$ cat src/rtl/lcmn_pkg.sv
// ----------------------------------------------------------------------------
// lcmn_pkg
// Shared types and constants of the live cepstral mean normalizer.
// ----------------------------------------------------------------------------
package lcmn_pkg;

    localparam logic [1:0] OP_NORM   = 2'd0;
    localparam logic [1:0] OP_UPDATE = 2'd1;
    localparam logic [1:0] OP_LOAD   = 2'd2;
    localparam logic [1:0] OP_READ   = 2'd3;

    localparam logic [1:0] REG_VLEN = 2'd0;
    localparam logic [1:0] REG_HIGH = 2'd1;
    localparam logic [1:0] REG_KEEP = 2'd2;

    localparam logic [15:0] MEAN0_RESET = 16'sd2048;
    localparam logic [12:0] COUNT_MAX   = 13'd8191;

    typedef enum logic [3:0] {
        ST_CLEAR,
        ST_IDLE,
        ST_EXEC,
        ST_RC_READ,
        ST_RC_WAIT,
        ST_DIV_MEAN,
        ST_MUL,
        ST_DIV_SUM,
        ST_RC_WRITE,
        ST_OUT
    } state_t;

    typedef struct packed {
        logic        start;
        logic [44:0] dividend;
        logic [12:0] divisor;
    } div_req_t;

endpackage

$ cat src/rtl/lcmn_divider.sv
// ----------------------------------------------------------------------------
// lcmn_divider
// Restoring signed divider, one quotient bit per cycle, truncates to zero.
// ----------------------------------------------------------------------------
module lcmn_divider (
    input  logic               aclk,
    input  logic               aresetn,
    input  lcmn_pkg::div_req_t req,
    output logic               done,
    output logic signed [44:0] quotient
);
    import lcmn_pkg::*;

    logic [44:0] quo_reg, quo_next;
    logic [12:0] rem_reg, rem_next;
    logic [12:0] dsr_reg, dsr_next;
    logic        neg_reg, neg_next;
    logic [5:0]  cnt_reg, cnt_next;
    logic        busy_reg, busy_next;
    logic        done_reg, done_next;
    logic [13:0] trial;

    always_comb begin
        quo_next  = quo_reg;
        rem_next  = rem_reg;
        dsr_next  = dsr_reg;
        neg_next  = neg_reg;
        cnt_next  = cnt_reg;
        busy_next = busy_reg;
        done_next = 1'b0;
        trial     = {rem_reg, quo_reg[44]} - {1'b0, dsr_reg};
        if (req.start) begin
            neg_next  = req.dividend[44];
            quo_next  = req.dividend[44] ? (~req.dividend + 45'd1) : req.dividend;
            rem_next  = '0;
            dsr_next  = req.divisor;
            cnt_next  = 6'd45;
            busy_next = 1'b1;
        end else if (busy_reg) begin
            if (!trial[13]) begin
                rem_next = trial[12:0];
                quo_next = {quo_reg[43:0], 1'b1};
            end else begin
                rem_next = {rem_reg[11:0], quo_reg[44]};
                quo_next = {quo_reg[43:0], 1'b0};
            end
            cnt_next = cnt_reg - 6'd1;
            if (cnt_reg == 6'd1) begin
                busy_next = 1'b0;
                done_next = 1'b1;
            end
        end
    end

    always_ff @(posedge aclk) begin
        if (!aresetn) begin
            busy_reg <= 1'b0;
            done_reg <= 1'b0;
            cnt_reg  <= '0;
        end else begin
            busy_reg <= busy_next;
            done_reg <= done_next;
            cnt_reg  <= cnt_next;
        end
        quo_reg <= quo_next;
        rem_reg <= rem_next;
        dsr_reg <= dsr_next;
        neg_reg <= neg_next;
    end

    assign done     = done_reg;
    assign quotient = neg_reg ? -$signed(quo_reg) : $signed(quo_reg);

endmodule

$ cat src/rtl/live_cepstral_mean_normalizer.sv
// ----------------------------------------------------------------------------
// live_cepstral_mean_normalizer
// Sliding-window cepstral mean normalizer, Q8.8, means and sums in RAM.
// ----------------------------------------------------------------------------
// Usage: feed words on s_axis (operation, coef_index, coef_value); each word
// yields one result word on m_axis. Registers are written on the cfg channel
// (cfg_addr 0 vector_length, 1 window_high, 2 window_keep); the user must
// write them only while idle, the block itself does not enforce it. A plain
// normalize, load or read word passes the execute state and the output
// register before its result shows; the RAM read runs while the word is
// offered. A new word is taken only after the last result has been taken.
// A word that recomputes means walks the frame entries one at a time through
// the serial divider, with a second division for the decayed sum when the
// window shifts. After reset the block sweeps all MAX_COEFS entries of both
// RAMs to load their reset values and takes no word meanwhile. A stalled receiver
// holds the result word in the output register and the block takes no new word.
// ----------------------------------------------------------------------------
module live_cepstral_mean_normalizer #(
    parameter int MAX_COEFS = 16
) (
    input  logic        aclk,
    input  logic        aresetn,
    input  logic        s_axis_tvalid,
    output logic        s_axis_tready,
    input  logic [23:0] s_axis_tdata,  // operation[1:0], coef_index[5:2], coef_value[21:6]
    output logic        m_axis_tvalid,
    input  logic        m_axis_tready,
    output logic [31:0] m_axis_tdata,  // result_value[15:0], saturated[16],
                                       // window_shifted[17], frames_seen[30:18]
    input  logic        cfg_valid,
    output logic        cfg_ready,
    input  logic [1:0]  cfg_addr,
    input  logic [11:0] cfg_data
);
    import lcmn_pkg::*;

    localparam int AW = (MAX_COEFS > 1) ? $clog2(MAX_COEFS) : 1;
    localparam int LW = $clog2(MAX_COEFS + 1);

    logic signed [15:0] mean_mem [MAX_COEFS];
    logic signed [31:0] sum_mem  [MAX_COEFS];

    logic [4:0]  vlen_reg;
    logic [11:0] high_reg, keep_reg;
    logic [12:0] cnt_reg, cnt_next;
    state_t      st_reg, st_next;

    logic [1:0]  op_reg, op_next;
    logic [3:0]  idx_reg, idx_next;
    logic signed [15:0] val_reg, val_next;
    logic [AW-1:0] ptr_reg, ptr_next;
    logic        shift_reg, shift_next;
    logic signed [44:0] prod_reg;
    logic signed [31:0] sumq_reg, sumq_next;

    logic signed [15:0] mean_rd;
    logic signed [31:0] sum_rd;
    logic [AW-1:0] rd_addr, wr_addr;
    logic          mean_we, sum_we;
    logic signed [15:0] mean_wd;
    logic signed [31:0] sum_wd;

    logic [15:0] res_reg, res_next;
    logic        sat_reg, sat_next, shf_reg, shf_next;
    logic        mv_reg, mv_next;

    div_req_t    dreq;
    logic        ddone;
    logic signed [44:0] dq;

    lcmn_divider u_div (.aclk(aclk), .aresetn(aresetn), .req(dreq), .done(ddone),
                        .quotient(dq));

    logic [LW-1:0] n_eff;
    always_comb begin
        if (vlen_reg == 5'd0) n_eff = LW'(1);
        else if (32'(vlen_reg) > MAX_COEFS) n_eff = LW'(MAX_COEFS);
        else n_eff = LW'(vlen_reg);
    end

    logic in_frame;
    assign in_frame = (32'(idx_reg) < 32'(n_eff));

    always_ff @(posedge aclk) begin
        if (mean_we) mean_mem[wr_addr] <= mean_wd;
        if (sum_we)  sum_mem[wr_addr]  <= sum_wd;
        mean_rd <= mean_mem[rd_addr];
        sum_rd  <= sum_mem[rd_addr];
    end

    logic signed [32:0] sadd;
    logic signed [16:0] sdiff;
    logic signed [44:0] mq;
    logic signed [44:0] lprod;

    always_comb begin
        st_next    = st_reg;
        op_next    = op_reg;
        idx_next   = idx_reg;
        val_next   = val_reg;
        ptr_next   = ptr_reg;
        shift_next = shift_reg;
        sumq_next  = sumq_reg;
        cnt_next   = cnt_reg;
        res_next   = res_reg;
        sat_next   = sat_reg;
        shf_next   = shf_reg;
        mv_next    = mv_reg;
        rd_addr    = ptr_reg;
        wr_addr    = ptr_reg;
        mean_we    = 1'b0;
        sum_we     = 1'b0;
        mean_wd    = '0;
        sum_wd     = '0;
        dreq       = '0;
        s_axis_tready = 1'b0;
        sadd  = 33'(sum_rd) + 33'(val_reg);
        sdiff = 17'(val_reg) - 17'(mean_rd);
        mq    = dq;
        lprod = 45'(val_reg) * $signed({33'd0, keep_reg});

        if (mv_reg && m_axis_tready) mv_next = 1'b0;

        case (st_reg)
            ST_CLEAR: begin
                wr_addr = ptr_reg;
                mean_we = 1'b1;
                sum_we  = 1'b1;
                mean_wd = (ptr_reg == '0) ? MEAN0_RESET : 16'sd0;
                if (32'(ptr_reg) == MAX_COEFS - 1) st_next = ST_IDLE;
                else ptr_next = ptr_reg + AW'(1);
            end
            ST_IDLE: begin
                s_axis_tready = !mv_reg;
                rd_addr = AW'(s_axis_tdata[5:2]);
                if (s_axis_tvalid && !mv_reg) begin
                    op_next  = s_axis_tdata[1:0];
                    idx_next = s_axis_tdata[5:2];
                    val_next = s_axis_tdata[21:6];
                    st_next  = ST_EXEC;
                end
            end
            ST_EXEC: begin
                res_next = '0;
                sat_next = 1'b0;
                shf_next = 1'b0;
                wr_addr  = AW'(idx_reg);
                st_next  = ST_OUT;
                if (op_reg == OP_UPDATE) begin
                    if (cnt_reg != '0) begin
                        shift_next = (cnt_reg > {1'b0, high_reg});
                        ptr_next = '0;
                        st_next  = ST_RC_READ;
                    end
                end else if (in_frame) begin
                    case (op_reg)
                        OP_NORM: begin
                            sum_we = 1'b1;
                            if (sadd > 33'sh0_7FFF_FFFF) sum_wd = 32'sh7FFF_FFFF;
                            else if (sadd < -33'sh0_8000_0000) sum_wd = 32'sh8000_0000;
                            else sum_wd = sadd[31:0];
                            if (sdiff > 17'sd32767) begin
                                res_next = 16'h7FFF; sat_next = 1'b1;
                            end else if (sdiff < -17'sd32768) begin
                                res_next = 16'h8000; sat_next = 1'b1;
                            end else res_next = sdiff[15:0];
                            if (32'(idx_reg) == 32'(n_eff) - 1) begin
                                cnt_next = (cnt_reg < COUNT_MAX) ? cnt_reg + 13'd1 : cnt_reg;
                                if (cnt_next > {1'b0, high_reg}) begin
                                    shift_next = 1'b1;
                                    ptr_next = '0;
                                    st_next  = ST_RC_READ;
                                end
                            end
                        end
                        OP_LOAD: begin
                            mean_we = 1'b1;
                            sum_we  = 1'b1;
                            mean_wd = val_reg;
                            sum_wd  = lprod[31:0];
                            cnt_next = {1'b0, keep_reg};
                        end
                        OP_READ: res_next = mean_rd;
                        default: ;
                    endcase
                end
            end
            ST_RC_READ: begin
                rd_addr = ptr_reg;
                st_next = ST_RC_WAIT;
            end
            ST_RC_WAIT: begin
                dreq.start    = 1'b1;
                dreq.dividend = 45'(sum_rd);
                dreq.divisor  = cnt_reg;
                st_next = ST_DIV_MEAN;
            end
            ST_DIV_MEAN: begin
                if (ddone) begin
                    wr_addr = ptr_reg;
                    mean_we = 1'b1;
                    if (mq > 45'sd32767) mean_wd = 16'sh7FFF;
                    else if (mq < -45'sd32768) mean_wd = 16'sh8000;
                    else mean_wd = mq[15:0];
                    st_next = shift_reg ? ST_MUL : ST_RC_WRITE;
                end
            end
            ST_MUL: begin
                dreq.start    = 1'b1;
                dreq.dividend = prod_reg;
                dreq.divisor  = cnt_reg;
                st_next = ST_DIV_SUM;
            end
            ST_DIV_SUM: begin
                if (ddone) begin
                    if (mq > 45'sh7FFF_FFFF) sumq_next = 32'sh7FFF_FFFF;
                    else if (mq < -45'sh8000_0000) sumq_next = 32'sh8000_0000;
                    else sumq_next = mq[31:0];
                    st_next = ST_RC_WRITE;
                end
            end
            ST_RC_WRITE: begin
                wr_addr = ptr_reg;
                sum_we  = shift_reg;
                sum_wd  = sumq_reg;
                if (32'(ptr_reg) == 32'(n_eff) - 1) begin
                    if (shift_reg) cnt_next = {1'b0, keep_reg};
                    shf_next = shift_reg;
                    st_next  = ST_OUT;
                end else begin
                    ptr_next = ptr_reg + AW'(1);
                    st_next  = ST_RC_READ;
                end
            end
            ST_OUT: begin
                if (!mv_reg) begin
                    mv_next = 1'b1;
                    st_next = ST_IDLE;
                end
            end
            default: st_next = ST_IDLE;
        endcase
    end

    always_ff @(posedge aclk) begin
        if (!aresetn) begin
            st_reg   <= ST_CLEAR;
            ptr_reg  <= '0;
            cnt_reg  <= '0;
            mv_reg   <= 1'b0;
            vlen_reg <= 5'd13;
            high_reg <= 12'd800;
            keep_reg <= 12'd500;
        end else begin
            st_reg  <= st_next;
            ptr_reg <= ptr_next;
            cnt_reg <= cnt_next;
            mv_reg  <= mv_next;
            if (cfg_valid) begin
                case (cfg_addr)
                    REG_VLEN: vlen_reg <= cfg_data[4:0];
                    REG_HIGH: high_reg <= cfg_data;
                    REG_KEEP: keep_reg <= cfg_data;
                    default: ;
                endcase
            end
        end
        op_reg    <= op_next;
        idx_reg   <= idx_next;
        val_reg   <= val_next;
        shift_reg <= shift_next;
        sumq_reg  <= sumq_next;
        res_reg   <= res_next;
        sat_reg   <= sat_next;
        shf_reg   <= shf_next;
        prod_reg  <= 45'(sum_rd) * $signed({33'd0, keep_reg});
    end

    assign cfg_ready     = 1'b1;
    assign m_axis_tvalid = mv_reg;
    assign m_axis_tdata  = {1'b0, cnt_reg, shf_reg, sat_reg, res_reg};

endmodule

$ cat config.mk
export PLATFORM = sky130hd
export DESIGN_NAME = live_cepstral_mean_normalizer
export DESIGN_NICKNAME = d
export VERILOG_FILES = /design/src/rtl/lcmn_pkg.sv /design/src/rtl/lcmn_divider.sv /design/src/rtl/live_cepstral_mean_normalizer.sv
export SDC_FILE = /design/constraint.sdc
export NUM_CORES = 2
export LEC_CHECK = 0
export BUFFER_PORTS_ARGS = -buffer_cell sky130_fd_sc_hd__buf_2
export CAP_MARGIN = 20
export CORE_ASPECT_RATIO = 1.1
export CORE_MARGIN = 2
export CORE_UTILIZATION = 50
export CTS_CLUSTER_DIAMETER = 40
export DETAILED_ROUTE_END_ITERATION = 16
export GPL_TIMING_DRIVEN = 1
export PLACE_DENSITY = 0.67
export SYNTH_ARGS = -nofsm -noshare
export SYNTH_HDL_FRONTEND = slang
export SYNTH_SLANG_ARGS = --single-unit
export TNS_END_PERCENT = 50
$ cat constraint.sdc
create_clock -name aclk -period 13.7 [get_ports aclk]
set_input_delay 0.685 -clock aclk [delete_from_list [all_inputs] [get_ports aclk]]
set_output_delay 0.685 -clock aclk [all_outputs]
set_load 0.05 [all_outputs]
Word-level counts from Yosys, hierarchy flattened. Memory sizes are Yosys's and may differ from the RTL's. A register that Yosys moved wholly into a read port is not among the register bits. Cells that the tools add are included.

Bits in registers: 249. RAM bits: 768. Memories: 2. Input port bits: 43.

Multiply operators: 2. Equal/unequal tests: 37. Reductions and logical operators: 31. Muxes and demuxes: 93. Bitwise gates (word level): 5. $lt $le $gt $ge: 13. $add $sub $neg: 9.

Memories: sum_mem (depth 16, width 32, rd ports 1, clocked after Yosys merged registers in 1, wr ports 1, line live_cepstral_mean_normalizer.sv:41) `logic signed [31:0] sum_mem [MAX_COEFS];`; mean_mem (depth 16, width 16, rd ports 1, clocked after Yosys merged registers in 1, wr ports 1, line live_cepstral_mean_normalizer.sv:40) `logic signed [15:0] mean_mem [MAX_COEFS];`.

Operators by type and width (number): two-way mux 45 bit (4); two-way mux 32 bit (5); two-way mux 16 bit (8); case mux 32 bit (2 select lines) (2); case mux 59 bit (2 select lines) (1); two-way mux 4 bit (23); two-way mux 13 bit (7); equality test 4 x 32 -> 1 bit (2); case mux 13 bit (2 select lines) (2); case mux 16 bit (3 select lines) (1); adder 45 x 1 -> 45 bit, second input constant (1); greater-than comparator 45 x 16 -> 1 bit, second input constant (1); greater-than comparator 45 x 32 -> 1 bit, second input constant (1); less-than comparator 45 x 16 -> 1 bit, second input constant (1); less-than comparator 45 x 32 -> 1 bit, second input constant (1); multiplier 32 x 13 -> 45 bit (1); negator 45 bit (1); inverter 45 bit (1); case mux 4 bit (10 select lines) (1); adder 32 x 16 -> 33 bit (1); greater-than comparator 33 x 32 -> 1 bit, second input constant (1); less-than comparator 33 x 32 -> 1 bit, second input constant (1); case mux 16 bit (2 select lines) (1); multiplier 16 x 13 -> 29 bit (1); other kinds (46) (121).

Longest topological paths before layout.
Depth after elaboration: 10. Mapped depth: 23.

Hierarchy. From an unflattened synthesis, not the netlist that was laid out.

Cell total of the unflattened synthesis: 5728. Area total of the unflattened synthesis: 67987.7 sq um.

By module, submodules not included: live_cepstral_mean_normalizer (times used 1, cells an instance 5079, area an instance 62235.9 sq um); lcmn_divider (times used 1, cells an instance 649, area an instance 5751.8 sq um).

Worst setup path before layout. No wires, ideal clock.

Kind: register to register. From: register val_reg[15]. To: memory sum_mem[0][29] (data pin). Setup slack: 7.193 ns. Cell stages (with the launch flop): 20. Library setup time: 0.395 ns. Arrival: 6.112 ns. Clock period less this slack: 6.507 ns. Cells stage by stage: edfxtp_1 -> and2_1 -> fa_1 -> inv_1 -> fa_1 -> inv_1 -> fa_1 -> fa_1 -> inv_1 -> fa_1 -> inv_1 -> ha_1 -> and4_1 -> a221o_1 -> a221o_1 -> o21ai_0 -> nor4bb_1 -> o21ai_0 -> nand3b_1 -> o2111ai_1.

Longest elaborated chain between the ends: 8. Elaborated cells between the ends (all ways): 10. Classes of those cells: 1 x add/sub; 1 x mul; 2 x order compare; 6 x mux.

RTL lines: from (decl) (line live_cepstral_mean_normalizer.sv:50) `logic signed [15:0] val_reg, val_next;`; from (signal assigned) (line live_cepstral_mean_normalizer.sv:270) `val_reg <= val_next;`; adder 32 x 16 -> 33 bit (line live_cepstral_mean_normalizer.sv:117) `sadd = 33'(sum_rd) + 33'(val_reg);`; less-than comparator 33 x 32 -> 1 bit (line live_cepstral_mean_normalizer.sv:160) `else if (sadd < -33'sh0_8000_0000) sum_wd = 32'sh8000_0000;`; two-way mux 32 bit (line live_cepstral_mean_normalizer.sv:160); two-way mux 32 bit (line live_cepstral_mean_normalizer.sv:159) `if (sadd > 33'sh0_7FFF_FFFF) sum_wd = 32'sh7FFF_FFFF;`; case mux 32 bit (2 select lines) (*) (line live_cepstral_mean_normalizer.sv:156) `case (op_reg)`; two-way mux 32 bit (*) (line live_cepstral_mean_normalizer.sv:155) `end else if (in_frame) begin`; two-way mux 32 bit (*) (line live_cepstral_mean_normalizer.sv:149) `if (op_reg == OP_UPDATE) begin`; case mux 32 bit (2 select lines) (*) (line live_cepstral_mean_normalizer.sv:124) `case (st_reg)`; named net sum_wd[29] (line live_cepstral_mean_normalizer.sv:61) `logic signed [31:0] sum_wd;`; to (decl) (line live_cepstral_mean_normalizer.sv:41).

The timed path passes the listed nets; every way through them passes the cells marked *.

Final worst setup path.
From: register keep_reg[1]. To: memory sum_mem[3][28] (data pin).

Longest elaborated chain between the ends: 5.

RTL lines: from (decl) (line live_cepstral_mean_normalizer.sv:44) `logic [11:0] high_reg, keep_reg;`; from (signal assigned) (line live_cepstral_mean_normalizer.sv:263) `REG_KEEP: keep_reg <= cfg_data;`; multiplier 16 x 13 -> 29 bit (line live_cepstral_mean_normalizer.sv:120) `lprod = 45'(val_reg) * $signed({33'd0, keep_reg});`; case mux 32 bit (2 select lines) (line live_cepstral_mean_normalizer.sv:156); two-way mux 32 bit (line live_cepstral_mean_normalizer.sv:155); two-way mux 32 bit (line live_cepstral_mean_normalizer.sv:149); case mux 32 bit (2 select lines) (line live_cepstral_mean_normalizer.sv:124); named net sum_wd[28] (line live_cepstral_mean_normalizer.sv:61).

The timed path passes the listed nets, and every way through them passes these cells.

==> flow_summary.toml <==
[timing]
rsz0062_at_grt = "no"
tns_ns = 0
maxSlewHeadroom_pct = 21.0
finalSetupViolations = 0
skew_ns = 0.0341
worst_pin_slew_ns = 1.18
post-route-period-util_pct = 57.4
setup_slack_ns = 5.84
fmax_mhz = 127
finalCriticalPeriod_ns = 7.86
finalHoldViolCount = 0
slew_violations = 0

[floorplanning]
io_pins = 78
die_w_um = 359
rows = 143
core_mm2 = 0.138
die_area_mm2 = 0.141
die_y_um = 394
initial_core_util_pct = 50.2

[setup_path]
end_kind = "flip-flop"
worstPathArrival_ns = 8.11
cp_slowest_cell = "nand4_1"
cpLargestDelayFamily = "adder cells"
crit_buf_inv = 5
worst_ep_required_time_ns = 13.95
critical_path_class = "flip-flop to flip-flop"
cp_max_fo = 43
startpoint_type = "flip-flop"
worst_path_most_repeated_cell = "fa_1"
crit_chain = "buf_4, and2_1, fa_1, inv_1, fa_1, inv_1, fa_1, fa_1, inv_1, fa_1, inv_1, ha_1, and4_1, a221o_1, a221o_1, o21ai_0, nor4bb_1, o21ai_0, nand3b_1, nand4_1"
slowest_delay_ns = 0.63

[clocking]
clkLatencyLatePin_ns = 0.78
cts_resized = 0
cts_max_level = 4
cts-root-buf = "clkbuf_16"
cts_hold_buf = 0
cts.clk_slew.worst_paths_ns = 0.05
cts_setup_buffers = 0
cts.sinks = 1065
tritoncts = "built"
cts_buffer_depth = 3
cts_buffers = 134

[place]
place_hpwl_um = 122000
port_buffers = 73
pre_cts_ws_ns = 5.74
gp_congestion = 0.952

[drt]
wirelength_um = 188000
drcViolationCount = 0
num_vias = 49500
viasPerCell = 5.90
drt-initial-drc-count = 4706
ant_nets = 0
dr.pass1.iters = 6
routedWlPerCell_um = 22.3

[yosys]
avgSynthCellArea_um2 = 10.6
synth_area_leader_cell = "edfxtp_1"
syn_area_mm2 = 0.0692
synth.distinct_cells = 86
ys_warn_count = 0
ys_ff_latch = 1065
synth_area_leaders = "edfxtp_1 39%, fa_1 15%, nand2_1 5.0%"
synth_edf_count = 900
synth_common_cells = "917 x nand2_1, 900 x edfxtp_1, 695 x inv_1"
yosysMostFrequentCell = "nand2_1"
synth_nets = 7351
ys.flop_type = "edfxtp_1"
ys_seq_area_share_pct = 43.8
synthArstFlopShare_pct = 0
synth_top_area_share_pct = 39.1
synthCells = 6521

[final_layout]
largest_reg_flops = 512
nFillCells = 11700
final_nets = 7302
area_delta_synth_final_pct = 10.1
regArea_mm2 = 0.0303
multi_input_area_mm2 = 0.0350
regMostFlops = "sum_mem"
drive_gt1_share_pct = 7.87
reg.largest.list = "sum_mem (512), mean_mem (256)"

[pwr]
p_leak_nw = 30.1
peakVddDrop_mv = 0.396
powerDensity_mw_per_mm2 = 239

[global_route]
grt.overflow.total = 0
grt_max_degree = 166
grt_pass1_vias = 49700
grt_pass1_wl_um = 289000
grt_usage_pct = 26.7
antenna_found_initial = 3

[run_status]
outcome = "finished clean"

[job]
maxCapViolCount = 0

[min_path]
hold_class = "primary input to flip-flop"
==> cells by family after synthesis <==
logic type / after synthesis / synth area share [%]
compound gates: 1315 / 12.7
xor+xnor: 198 / 2.51
fa+ha+maj: 787 / 19.9
buf+inv: 1086 / 5.96
flops: 1065 / 43.8
mux: 71 / 1.05
other cells: 2 / 0.0109
simple gates: 1997 / 14.1
==> stage by stage <==
step	power, mW	util (%)	area (um^2)	std cells	hold WS [ns]
3_5_place_dp	14.7	51.9	71600	8134	0.448
5_1_grt	19.7	55.3	76200	8395	0.0616
6_report	18.2	55.3	76200	8396	0.0828
4_1_cts	18.3	55.2	76000	8381	0.0448
3_3_place_gp	14.5	51.9	71500	8133	0.445
2_1_floorplan	11.9	-	69200	6521	0.436
==> power breakdown <==
group | switching [mW] | total (mW) | internal (mW)
logic | 6.31 | 10.7 | 4.35
clock network | 1.43 | 3.51 | 2.07
registers | 0.218 | 4.03 | 3.81
==> worst reg2reg max path, stage by stage, from the launching register on <==
cell and delay (ns):
dfxtp_2 0.43, buf_4 0.55, and2_1 0.35, fa_1 0.50
inv_1 0.11, fa_1 0.52, inv_1 0.40, fa_1 0.49
fa_1 0.49, inv_1 0.05, fa_1 0.56, inv_1 0.05
ha_1 0.33, and4_1 0.17, a221o_1 0.33, a221o_1 0.40
o21ai_0 0.27, nor4bb_1 0.39, o21ai_0 0.14, nand3b_1 0.20
nand4_1 0.63
==> layer usage <==
layer | vias up | wire, um | global-route usage [%]
li1 | 22500 | - | -
met1 | 25000 | 77700 | 35.6
met2 | 1720 | 91100 | 44.0
met3 | 368 | 12500 | 4.50
met4 | 0 | 6200 | 9.41
met5 | - | 0 | 0
==> placed cells by master (no fill, tap or decap), drive strengths merged, types with 70 or more instances in the layout <==
cell type / synthesis / layout
a311oi: 104 / 104
a211oi: 267 / 267
xnor2: 118 / 118
a31oi: 126 / 126
o21ai: 204 / 204
a21oi: 300 / 300
buf: 29 / 202
inv: 696 / 715
nor2: 193 / 193
ha: 268 / 268
and2: 501 / 501
nand2: 918 / 918
edfxtp: 900 / 900
dfxtp: 165 / 165
clkbuf: 360 / 161
xor2: 80 / 80
nor3: 70 / 70
fa: 519 / 519
==> cell type report <==
cell class                 count  area share [%]
inverter                     697            3.43
multi-input combinational   4370            46.0
tap                         1812            2.98
antenna                        1         0.00328
clock buffer                 159            4.70
clock inverter                88            1.17
sequential                  1065            39.8
timing repair buffer         204            1.94
==> final timing paths <==
| check | start | end | slack (ns) | cells past startpoint |
|---|---|---|---|---|
| worst max register to register | keep_reg[1] | sum_mem[3][28] | 5.84 | 20 |
| worst min-delay path | s_axis_tdata[19] | val_reg[13] | 0.08 | 1 |
| worst max-delay path | keep_reg[1] | sum_mem[3][28] | 5.84 | 20 |
| worst min register to register | high_reg[6] | high_reg[6] | 0.46 | 2 |
No activity file was read; power rests on OpenSTA's default activity.
